`config.mk`:
```
export PLATFORM = sky130hd
export DESIGN_NAME = thermistor_table_linearizer
export DESIGN_NICKNAME = d
export VERILOG_FILES = /design/src/hdl/ttl_pkg.sv /design/src/hdl/thermistor_table_linearizer.sv
export SDC_FILE = /design/constraint.sdc
export NUM_CORES = 2
export LEC_CHECK = 0
export BUFFER_PORTS_ARGS = -buffer_cell sky130_fd_sc_hd__buf_2
export CAP_MARGIN = 20
export CORE_MARGIN = 2
export CORE_UTILIZATION = 54
export DETAILED_ROUTE_END_ITERATION = 8
export PLACE_DENSITY = 0.71
export SYNTH_ARGS = -nofsm -noshare
export SYNTH_HDL_FRONTEND = slang
export SYNTH_SLANG_ARGS = --single-unit
export TNS_END_PERCENT = 1
```
`constraint.sdc`:
```
create_clock -name clock -period 55.6 [get_ports clock]
set_clock_uncertainty 0.2 [all_clocks]
set_input_delay 11.12 -clock clock [delete_from_list [all_inputs] [get_ports clock]]
set_output_delay 11.12 -clock clock [all_outputs]
set_load 0.005 [all_outputs]
```
`src/hdl/ttl_pkg.sv`:
```
// shared constants, ratio table and types for the thermistor table linearizer
package ttl_pkg;

   // field widths
   localparam int RES_W          = 20;
   localparam int NOM_W          = 17;
   localparam int TEMP_W         = 15;
   localparam int STAT_W         = 2;

   // fixed point setup
   localparam int TABLE_ENTRIES  = 21;
   localparam int TEMP_FRAC_BITS = 8;
   localparam int RATIO_FRAC     = 16;
   localparam int STEP_DEGC      = 5;
   localparam int RATIO_TOP      = 187859;

   localparam int RATIO_W = $clog2(RATIO_TOP + 1);
   localparam int IDX_W   = $clog2(TABLE_ENTRIES);
   localparam int SCALE   = STEP_DEGC << TEMP_FRAC_BITS;
   localparam int Q_W     = $clog2(SCALE + 1);
   localparam int NUM_W   = RATIO_W + Q_W;
   localparam int X_W     = RES_W + RATIO_FRAC;
   localparam int LIM_W   = NOM_W + RATIO_W;
   localparam int CMP_W   = (X_W > LIM_W) ? X_W : LIM_W;

   localparam logic [NOM_W-1:0] NOMINAL_RESET = NOM_W'(9411);
   localparam logic [LIM_W-1:0] LIM_RESET =
      LIM_W'(64'(9411) * 64'(RATIO_TOP + 1));
   localparam logic [TEMP_W-1:0] TEMP_LAST =
      TEMP_W'(64'(TABLE_ENTRIES - 1) * 64'(SCALE));

   // pipeline stage positions
   localparam int S_LOOK = RATIO_W + 1;
   localparam int S_DIFF = RATIO_W + 2;
   localparam int S_NUM  = RATIO_W + 3;
   localparam int S_OUT  = S_NUM + Q_W + 1;
   localparam int NS     = S_OUT + 1;

   typedef logic [RATIO_W-1:0] ratio_type;

   // resistance ratios at 0..100 degC, 16 fraction bits
   localparam ratio_type RATIO_TABLE [TABLE_ENTRIES] = '{
      18'd187859, 18'd150123, 18'd120835, 18'd97780, 18'd79652, 18'd65536,
      18'd54379,  18'd44981,  18'd37423,  18'd31467, 18'd26572, 18'd22394,
      18'd18974,  18'd16197,  18'd13882,  18'd11924, 18'd10276, 18'd8908,
      18'd7748,   18'd6776,   18'd5947
   };

   typedef enum logic [STAT_W-1:0] {
      STATUS_INSIDE = 2'd0,
      STATUS_COLD   = 2'd1,
      STATUS_HOT    = 2'd2
   } status_type;

endpackage

```
`src/hdl/thermistor_table_linearizer.sv`:
```
// thermistor linearizer: ratio division, table search, interpolation pipeline
//
// Converts a measured NTC resistance into a Q7.8 temperature by dividing it by the
// nominal 25 degC resistance, locating the bracketing 5 degC table segment and
// interpolating. One transaction is taken per cycle while the output buffer has room.
// The pipeline holds the 18 one-bit restoring division steps that form the resistance
// ratio and the 11 steps of the interpolation division, each a pipeline stage. A
// two-entry output buffer lets requests keep flowing while one result waits. Ratios
// above the first entry (and a nominal value of zero) give 0 degC with the cold status,
// ratios below the last entry give 100 degC with the hot status. The nominal
// resistance may be written only while no transaction is in flight.
module thermistor_table_linearizer
   import ttl_pkg::*;
(
   input  logic              clock,
   input  logic              reset,
   input  logic              csr_valid,
   output logic              csr_ready,
   input  logic [NOM_W-1:0]  csr_data,
   input  logic              req_valid,
   output logic              req_ready,
   input  logic [RES_W-1:0]  req_resistance_ohms,
   output logic              rsp_valid,
   input  logic              rsp_ready,
   output logic [TEMP_W-1:0] rsp_temperature,
   output logic [STAT_W-1:0] rsp_range_status
);

   // configuration: nominal value and the saturation limit derived from it
   logic [NOM_W-1:0] nominal_ff;
   logic [LIM_W-1:0] lim_ff;

   assign csr_ready = 1'b1;

   always_ff @(posedge clock) begin
      if (reset) begin
         nominal_ff <= NOMINAL_RESET;
         lim_ff     <= LIM_RESET;
      end else if (csr_valid) begin
         nominal_ff <= csr_data;
         lim_ff     <= LIM_W'(csr_data) * LIM_W'(RATIO_TOP + 1);
      end
   end

   // pipeline control: everything moves while the output buffer has room
   logic [NS-1:0] vld_ff;
   logic [1:0]    cnt_ff;
   logic          en;

   assign en        = (cnt_ff != 2'd2);
   assign req_ready = en;

   always_ff @(posedge clock) begin
      if (reset) begin
         vld_ff <= '0;
      end else if (en) begin
         vld_ff <= {vld_ff[NS-2:0], req_valid};
      end
   end

   // ratio division stages
   logic [NOM_W-1:0]   d1_rem_ff  [RATIO_W+1];
   logic [RATIO_W-1:0] d1_q_ff    [RATIO_W+1];
   logic               d1_cold_ff [RATIO_W+1];
   logic [X_W-1:0]     x;

   // entry: scale resistance, flag ratios above the first entry
   assign x = {req_resistance_ohms, RATIO_FRAC'(0)};

   always_ff @(posedge clock) begin
      if (en) begin
         d1_rem_ff[0]  <= NOM_W'(x >> RATIO_W);
         d1_q_ff[0]    <= x[RATIO_W-1:0];
         d1_cold_ff[0] <= (CMP_W'(x) >= CMP_W'(lim_ff));
      end
   end

   for (genvar j = 1; j <= RATIO_W; j++) begin : g_div1
      logic [NOM_W:0] t;
      logic           ge;

      // one restoring step per stage
      assign t  = {d1_rem_ff[j-1], d1_q_ff[j-1][RATIO_W-1]};
      assign ge = (t >= {1'b0, nominal_ff});

      always_ff @(posedge clock) begin
         if (en) begin
            d1_rem_ff[j]  <= ge ? NOM_W'(t - {1'b0, nominal_ff}) : NOM_W'(t);
            d1_q_ff[j]    <= {d1_q_ff[j-1][RATIO_W-2:0], ge};
            d1_cold_ff[j] <= d1_cold_ff[j-1];
         end
      end
   end

   // table search: count entries between the first and the last that are still >= ratio
   ratio_type        look_r_ff;
   logic [IDX_W-1:0] look_lo_ff;
   logic             look_cold_ff;
   logic             look_hot_ff;
   logic [IDX_W-1:0] lo_in;

   always_comb begin
      lo_in = '0;
      for (int i = 1; i < TABLE_ENTRIES - 1; i++) begin
         lo_in = lo_in + IDX_W'(RATIO_TABLE[i] >= d1_q_ff[RATIO_W]);
      end
   end

   always_ff @(posedge clock) begin
      if (en) begin
         look_r_ff    <= d1_q_ff[RATIO_W];
         look_lo_ff   <= lo_in;
         look_cold_ff <= d1_cold_ff[RATIO_W];
         look_hot_ff  <= (d1_q_ff[RATIO_W] < RATIO_TABLE[TABLE_ENTRIES-1]);
      end
   end

   // segment offset and segment width
   ratio_type        diff_ff;
   ratio_type        den_diff_ff;
   logic [IDX_W-1:0] diff_lo_ff;
   logic             diff_cold_ff;
   logic             diff_hot_ff;

   always_ff @(posedge clock) begin
      if (en) begin
         diff_ff      <= RATIO_TABLE[look_lo_ff] - look_r_ff;
         den_diff_ff  <= RATIO_TABLE[look_lo_ff] - RATIO_TABLE[look_lo_ff + IDX_W'(1)];
         diff_lo_ff   <= look_lo_ff;
         diff_cold_ff <= look_cold_ff;
         diff_hot_ff  <= look_hot_ff;
      end
   end

   // interpolation division stages, index 0 holds the rounded numerator
   logic [RATIO_W-1:0] d2_rem_ff  [Q_W+1];
   logic [Q_W-1:0]     d2_q_ff    [Q_W+1];
   ratio_type          d2_den_ff  [Q_W+1];
   logic [IDX_W-1:0]   d2_lo_ff   [Q_W+1];
   logic               d2_cold_ff [Q_W+1];
   logic               d2_hot_ff  [Q_W+1];
   logic [NUM_W-1:0]   num;

   assign num = NUM_W'(diff_ff) * NUM_W'(SCALE) + NUM_W'(den_diff_ff >> 1);

   always_ff @(posedge clock) begin
      if (en) begin
         d2_rem_ff[0]  <= num[NUM_W-1:Q_W];
         d2_q_ff[0]    <= num[Q_W-1:0];
         d2_den_ff[0]  <= den_diff_ff;
         d2_lo_ff[0]   <= diff_lo_ff;
         d2_cold_ff[0] <= diff_cold_ff;
         d2_hot_ff[0]  <= diff_hot_ff;
      end
   end

   for (genvar j = 1; j <= Q_W; j++) begin : g_div2
      logic [RATIO_W:0] t;
      logic             ge;

      assign t  = {d2_rem_ff[j-1], d2_q_ff[j-1][Q_W-1]};
      assign ge = (t >= {1'b0, d2_den_ff[j-1]});

      always_ff @(posedge clock) begin
         if (en) begin
            d2_rem_ff[j]  <= ge ? RATIO_W'(t - {1'b0, d2_den_ff[j-1]}) : RATIO_W'(t);
            d2_q_ff[j]    <= {d2_q_ff[j-1][Q_W-2:0], ge};
            d2_den_ff[j]  <= d2_den_ff[j-1];
            d2_lo_ff[j]   <= d2_lo_ff[j-1];
            d2_cold_ff[j] <= d2_cold_ff[j-1];
            d2_hot_ff[j]  <= d2_hot_ff[j-1];
         end
      end
   end

   // segment base plus fraction, saturation override
   logic [TEMP_W-1:0] out_temp_ff;
   status_type        out_status_ff;
   logic [TEMP_W-1:0] temp_in;
   status_type        status_in;

   always_comb begin
      if (d2_cold_ff[Q_W]) begin
         temp_in   = '0;
         status_in = STATUS_COLD;
      end else if (d2_hot_ff[Q_W]) begin
         temp_in   = TEMP_LAST;
         status_in = STATUS_HOT;
      end else begin
         temp_in   = TEMP_W'(32'(d2_lo_ff[Q_W]) * SCALE + 32'(d2_q_ff[Q_W]));
         status_in = STATUS_INSIDE;
      end
   end

   always_ff @(posedge clock) begin
      if (en) begin
         out_temp_ff   <= temp_in;
         out_status_ff <= status_in;
      end
   end

   // two-entry output buffer
   logic [TEMP_W-1:0] head_temp_ff;
   status_type        head_status_ff;
   logic [TEMP_W-1:0] spare_temp_ff;
   status_type        spare_status_ff;
   logic              push;
   logic              pop;

   assign push = en && vld_ff[S_OUT];
   assign pop  = rsp_valid && rsp_ready;

   always_ff @(posedge clock) begin
      if (reset) begin
         cnt_ff <= '0;
      end else begin
         cnt_ff <= cnt_ff + 2'(push) - 2'(pop);
      end
   end

   always_ff @(posedge clock) begin
      if (pop) begin
         if (cnt_ff == 2'd2) begin
            head_temp_ff   <= spare_temp_ff;
            head_status_ff <= spare_status_ff;
         end else if (push) begin
            head_temp_ff   <= out_temp_ff;
            head_status_ff <= out_status_ff;
         end
      end else if (push) begin
         if (cnt_ff == 2'd0) begin
            head_temp_ff   <= out_temp_ff;
            head_status_ff <= out_status_ff;
         end else begin
            spare_temp_ff   <= out_temp_ff;
            spare_status_ff <= out_status_ff;
         end
      end
   end

   assign rsp_valid        = (cnt_ff != 2'd0);
   assign rsp_temperature  = head_temp_ff;
   assign rsp_range_status = head_status_ff;

endmodule

```
# Word-level counts from Yosys, hierarchy flattened
# Memory sizes are Yosys's and may differ from the RTL's. A register that Yosys moved wholly into a read port is not among the register bits.
# Cells that the tools add are included.
# Widths: inputs -> output; s select.
[classes]
addsub = 54
multipliers = 3
n_lt_le_gt_ge = 52
eq_ne = 2
mux = 47
n_bitwise = 4
reduce_logical = 10
[ops]
columns = ["cell", "count"]
rows = [
  ["$ge 18x17->1", 18],
  ["$mux 17", 18],
  ["$sub 17x17->17", 18],
  ["$mux 18", 15],
  ["$sub 18x18->18", 13],
  ["$ge 19x18->1", 11],
  ["$ge 14x18->1 const A", 5],
  ["$mux 15", 6],
  ["$ge 15x18->1 const A", 4],
  ["$ge 17x18->1 const A", 4],
  ["$add 5x1->5", 14],
  ["$ge 16x18->1 const A", 3],
  ["$ge 13x18->1 const A", 2],
  ["$ge 36x35->1", 1],
  ["$mul 17x16->33 const B", 1],
  ["$add 29x17->29", 1],
  ["$mul 18x3->21 const B", 1],
  ["$ge 18x18->1 const A", 1],
  ["$lt 18x13->1 const B", 1],
  ["$add 15x11->15", 1],
  ["$ge 6x6->1 const B", 2],
  ["$mux 2", 6],
  ["$not 5->6", 2],
  ["$reduce_bool 2->1", 4],
  ["16 further kinds", 20],
]
[word_totals]
ff_bits = 204
ramBits = 1332
romBits = 1152
inputBits = 42
elab_cells = 202
mem_count = 11
[mem_list]
columns = ["memory", "words", "width", "rd", "rd_clocked_by_memory_dff", "wr", "line", "text"]
rows = [
  ["(no name shown)", 32, 18, 1, 0, 0, "thermistor_table_linearizer.sv:128", "den_diff_ff <= RATIO_TABLE[look_lo_ff] - RATIO_TABLE[look_lo_ff + IDX_W'(1)];"],
  ["(no name shown)", 32, 18, 1, 0, 0, "thermistor_table_linearizer.sv:128", ""],
  ["d1_q_ff", 19, 18, 19, 0, 19, "thermistor_table_linearizer.sv:63", "logic [RATIO_W-1:0] d1_q_ff [RATIO_W+1];"],
  ["d1_rem_ff", 19, 17, 18, 0, 19, "thermistor_table_linearizer.sv:62", "logic [NOM_W-1:0] d1_rem_ff [RATIO_W+1];"],
  ["d2_den_ff", 12, 18, 11, 0, 12, "thermistor_table_linearizer.sv:138", "ratio_type d2_den_ff [Q_W+1];"],
  ["d2_rem_ff", 12, 18, 11, 0, 12, "thermistor_table_linearizer.sv:136", "logic [RATIO_W-1:0] d2_rem_ff [Q_W+1];"],
  ["5 more memories", "--", "--", "--", "--", "--", "--", ""],
]

# Logic depth before layout (Yosys ltp)
# An unclocked memory read counts as a cell.
[logic_depth]
depth_word = 20
ltp_mapped = 22
ltp_nobuf = 22

# Worst setup path before layout
# Ideal clock, no wire load.
[synth_path]
kind = "register to output"
start = "register cnt_ff[1]"
end = "output port req_ready"
arrival_time_ns = 31.494
slack_ns = 12.786
stages_incl_launch_ff = 5
cell_sequence = "dfxtp_1 > nor2b_1 > clkbuf_1 > clkinv_1 > clkbuf_1"
[synth_via]
elab_chain_cells = 1
[synth_rtl]
columns = ["item", "line", "text"]
rows = [
  ["start: declaration", "thermistor_table_linearizer.sv:47", "logic [1:0] cnt_ff;"],
  ["start signal: assignment", "thermistor_table_linearizer.sv:217", "cnt_ff <= cnt_ff + 2'(push) - 2'(pop);"],
  ["$ne 2x2->1", "thermistor_table_linearizer.sv:50", "assign en = (cnt_ff != 2'd2);"],
  ["end: declaration", "thermistor_table_linearizer.sv:21", "output logic req_ready,"],
]
# No other way between the ends.

# Worst setup path in the final report
[layout_path]
start = "input port csr_data[7]"
end = "register lim_ff[34]"
[layout_via]
elab_chain_cells = 1
[layout_rtl]
columns = ["item", "line", "text"]
rows = [
  ["start: declaration", "thermistor_table_linearizer.sv:19", "input logic [NOM_W-1:0] csr_data,"],
  ["$mul 17x16->33", "thermistor_table_linearizer.sv:41", "lim_ff <= LIM_W'(csr_data) * LIM_W'(RATIO_TOP + 1);"],
  ["end signal: assignment", "thermistor_table_linearizer.sv:41", ""],
  ["end: declaration", "thermistor_table_linearizer.sv:31", "logic [LIM_W-1:0] lim_ff;"],
]
# No other way between the ends.
# A chain may end at the register's enable or synchronous reset.

==> metrics.csv <==
stage;metric;value;unit
timing;Tcrit/Tclk final;30.6;%
clocking;Num CTS Buffers;137;
synthesis;Netlist Area Pre-Place;0.0778;mm^2
timing;RSZ-0062 raised after global routing;no;
timing;fin. max-slew vios;0;
synthesis;Mapped Cells;6854;
grt;vias in the first global route;51405;
critical_path;Startpoint Class;input port;
timing;Final Critical Period;17.01;ns
timing;fmax;58.8;MHz
layout;Finished Layout Cells;9006;
synthesis;Area contributors post-synth;edfxtp_1 (45%), ha_1 (12%), fa_1 (4.4%);
drt;antenna-violating nets left;0;
timing;final hold violations;0;
synthesis;ys async rst share;0;%
critical_path;Crit path max-delay family;adder cells;
critical_path;CP Cell Sequence;buf_2 > inv_1 > fa_1 > fa_1 > inv_1 > fa_1 > fa_1 > fa_1 > inv_1 > fa_1 > inv_1 > ha_1 > a2111oi_0 > o21ai_0 > nand4_1 > a21boi_0 > a2111oi_0 > a21oi_1 > xnor2_1 > a211oi_1;
layout;commonest cells after routing, fill and taps aside;edfxtp_1 (1170), ha_1 (763), inv_1 (625);
grt;largest net degree at the start of global routing;175;
drt;via count;51801;
timing;setup TNS after final layout;0;ns
floorplan;core area;0.143;mm^2
clocking;H-Tree Depth;4;
drt;DR vias/cell;5.75;
synthesis;synthesis-stage register bit count;1254;
clocking;Skew-Pair Late Insertion Delay;0.77;ns
clocking;PostCTS Resize Cnt;0;
floorplan;die area;0.147;mm^2
critical_path;peak fanout along the critical path;7;
drt;DRC Markers;0;
synthesis;Post-synth EDFFs;1170;
layout;share of post-route cells with drive strength above 1;9.60;%
critical_path;CP arrival;17.48;ns
hold_path;HP Class;flop to flop;
run;max_cap viols;0;
critical_path;slowest CP cell;fa_1;
clocking;cts hold-fix bufs;0;
synthesis;top-area cell type share of the netlist area;45.2;%
layout;Layout area overhead;9.41;%
synthesis;library cells used by synthesis;90;
synthesis;area leader, netlist;edfxtp_1;
synthesis;sequential-to-total area share from yosys stat;47.3;%
critical_path;required time of the critical path;56.07;ns
critical_path;Critical Path End Type;flop;
layout;net total in the final layout;7966;
drt;Routed WL;165000;um
floorplan;chip width;383;um
floorplan;row count;139;
floorplan;starting density of the core;54.3;%
clocking;Reg clk slew, reported paths;0.06;ns
grt;global-route wire length before repair;267000;um
critical_path;WP buf/inv;5;
grt;Global Route Usage Sum;22.4;%
critical_path;FF-to-FF setup slack;49.61;ns
drt;mean routed wirelength per cell;18.4;um
timing;Slew HR;19.1;%
place;HPWL Detailed;120000;um
place;routability cong.;0.889;
clocking;CTS tree;built;
place;port buffer count;60;
timing;worst slew pin tran;1.20;ns
outcome;status;finished, final reports clean;
critical_path;Most common cell on crit path;fa_1;
synthesis;Warnings, synthesis;0;
drt;initial DRC count;3451;
clocking;CTS max path bufs;3;
synthesis;syn avg cell area;11.3;um^2
synthesis;prevailing post-synth register cell;edfxtp_1;
drt;First-pass DRT Iterations;5;
floorplan;Die Y;383;um
timing;Setup violations, final;0;
layout;most common cell after layout, fill and taps aside;edfxtp_1;
place;placed cells;8748;
floorplan;io pins;62;
clocking;CTS root buffer;clkbuf_16;
critical_path;CP Class;input port to flop;
clocking;setup bufs post-CTS;0;
grt;number of antenna violations at the first check in global routing;3;
clocking;# clock sinks;1254;
synthesis;Synth Net Count;7831;
critical_path;CP max stage delay;0.55;ns
grt;remaining global-route overflow;0;
## worst register-to-register path: cells and delay by family (launching register included)
kind / cells / cell delay, ns
fa+ha+maj: 7 / 3.46
buf+inv: 3 / 0.19
flops: 1 / 0.54
simple gates: 3 / 0.44
compound gates: 4 / 0.87
## flip-flops by register name (all words and copies together), names as in the netlist, 31 cells and up
register	flops
d2_rem_ff	198
d2_q_ff	77
vld_ff	34
d2_lo_ff	60
lim_ff	31
d1_rem_ff	306
d1_q_ff	174
d2_den_ff	193
## area by class of cell
class / count / area (um^2)
fillers: 11663 / 58200
multi-input cells: 4846 / 38100
flip-flops and latches: 1254 / 36800
clock buffers: 165 / 3680
well taps: 1903 / 2380
inverters: 628 / 2360
clock inverters: 87 / 895
repair buffers: 122 / 813
diodes: 1 / 2.50
## synth_stat cells (84+ instances only)
library cell	count
nand3_1	86
a21oi_1	454
nor3_1	153
nand2_1	430
nand4_1	89
edfxtp_1	1170
inv_1	626
fa_1	172
mux2_2	260
nor2_1	416
o21ai_0	391
a21o_1	129
ha_1	763
xnor2_1	288
nand2b_1	85
dfxtp_1	84
nor2b_1	110
xor2_1	151
o21a_1	101
clkbuf_1	101
## final timing paths
path,cells past startpoint,startpoint,endpoint
worst max register to register,17,d1_q_ff[18][2],look_lo_ff[1]
worst max-delay path,20,csr_data[7],lim_ff[34]
worst min register to register,0,d2_q_ff[0][34],d2_q_ff[1][2]
worst min-delay path,0,d2_q_ff[0][34],d2_q_ff[1][2]
## logic make-up after synthesis
logic type	synth area share [%]
AOI/OAI and AO/OA	12.7
xor gates and xnor gates	4.94
other	0.00482
and+or+nand+nor	9.81
muxes	4.78
DFF	47.3
buffers and inverters	3.69
adders and majority gates	16.7
## stage by stage
| stage | area [um^2] | worst slack [ns] | hold slack, ns | utilization (%) |
|---|---|---|---|---|
| 2_1_floorplan | 77800 | 12.79 | 0.200 | - |
| 3_3_place_gp | 80400 | 38.00 | 0.201 | 56.1 |
| 3_5_place_dp | 80400 | 37.96 | 0.205 | 56.1 |
| 4_1_cts | 85000 | 38.73 | 0.213 | 59.3 |
| 5_1_grt | 85100 | 38.23 | 0.220 | 59.4 |
| 6_report | 85100 | 38.59 | 0.212 | 59.4 |
## layer usage
layer  global-route usage, %  part of all wire (%)
met1                    29.5                    44
met2                    38.6                    49
met3                    3.20                   4.1
met4                    6.75                   2.7
met5                       0                     0
Power is left out: the tool's default activity adds up to more than one toggle a clock period on the data nets, which glitch-free logic cannot reach.
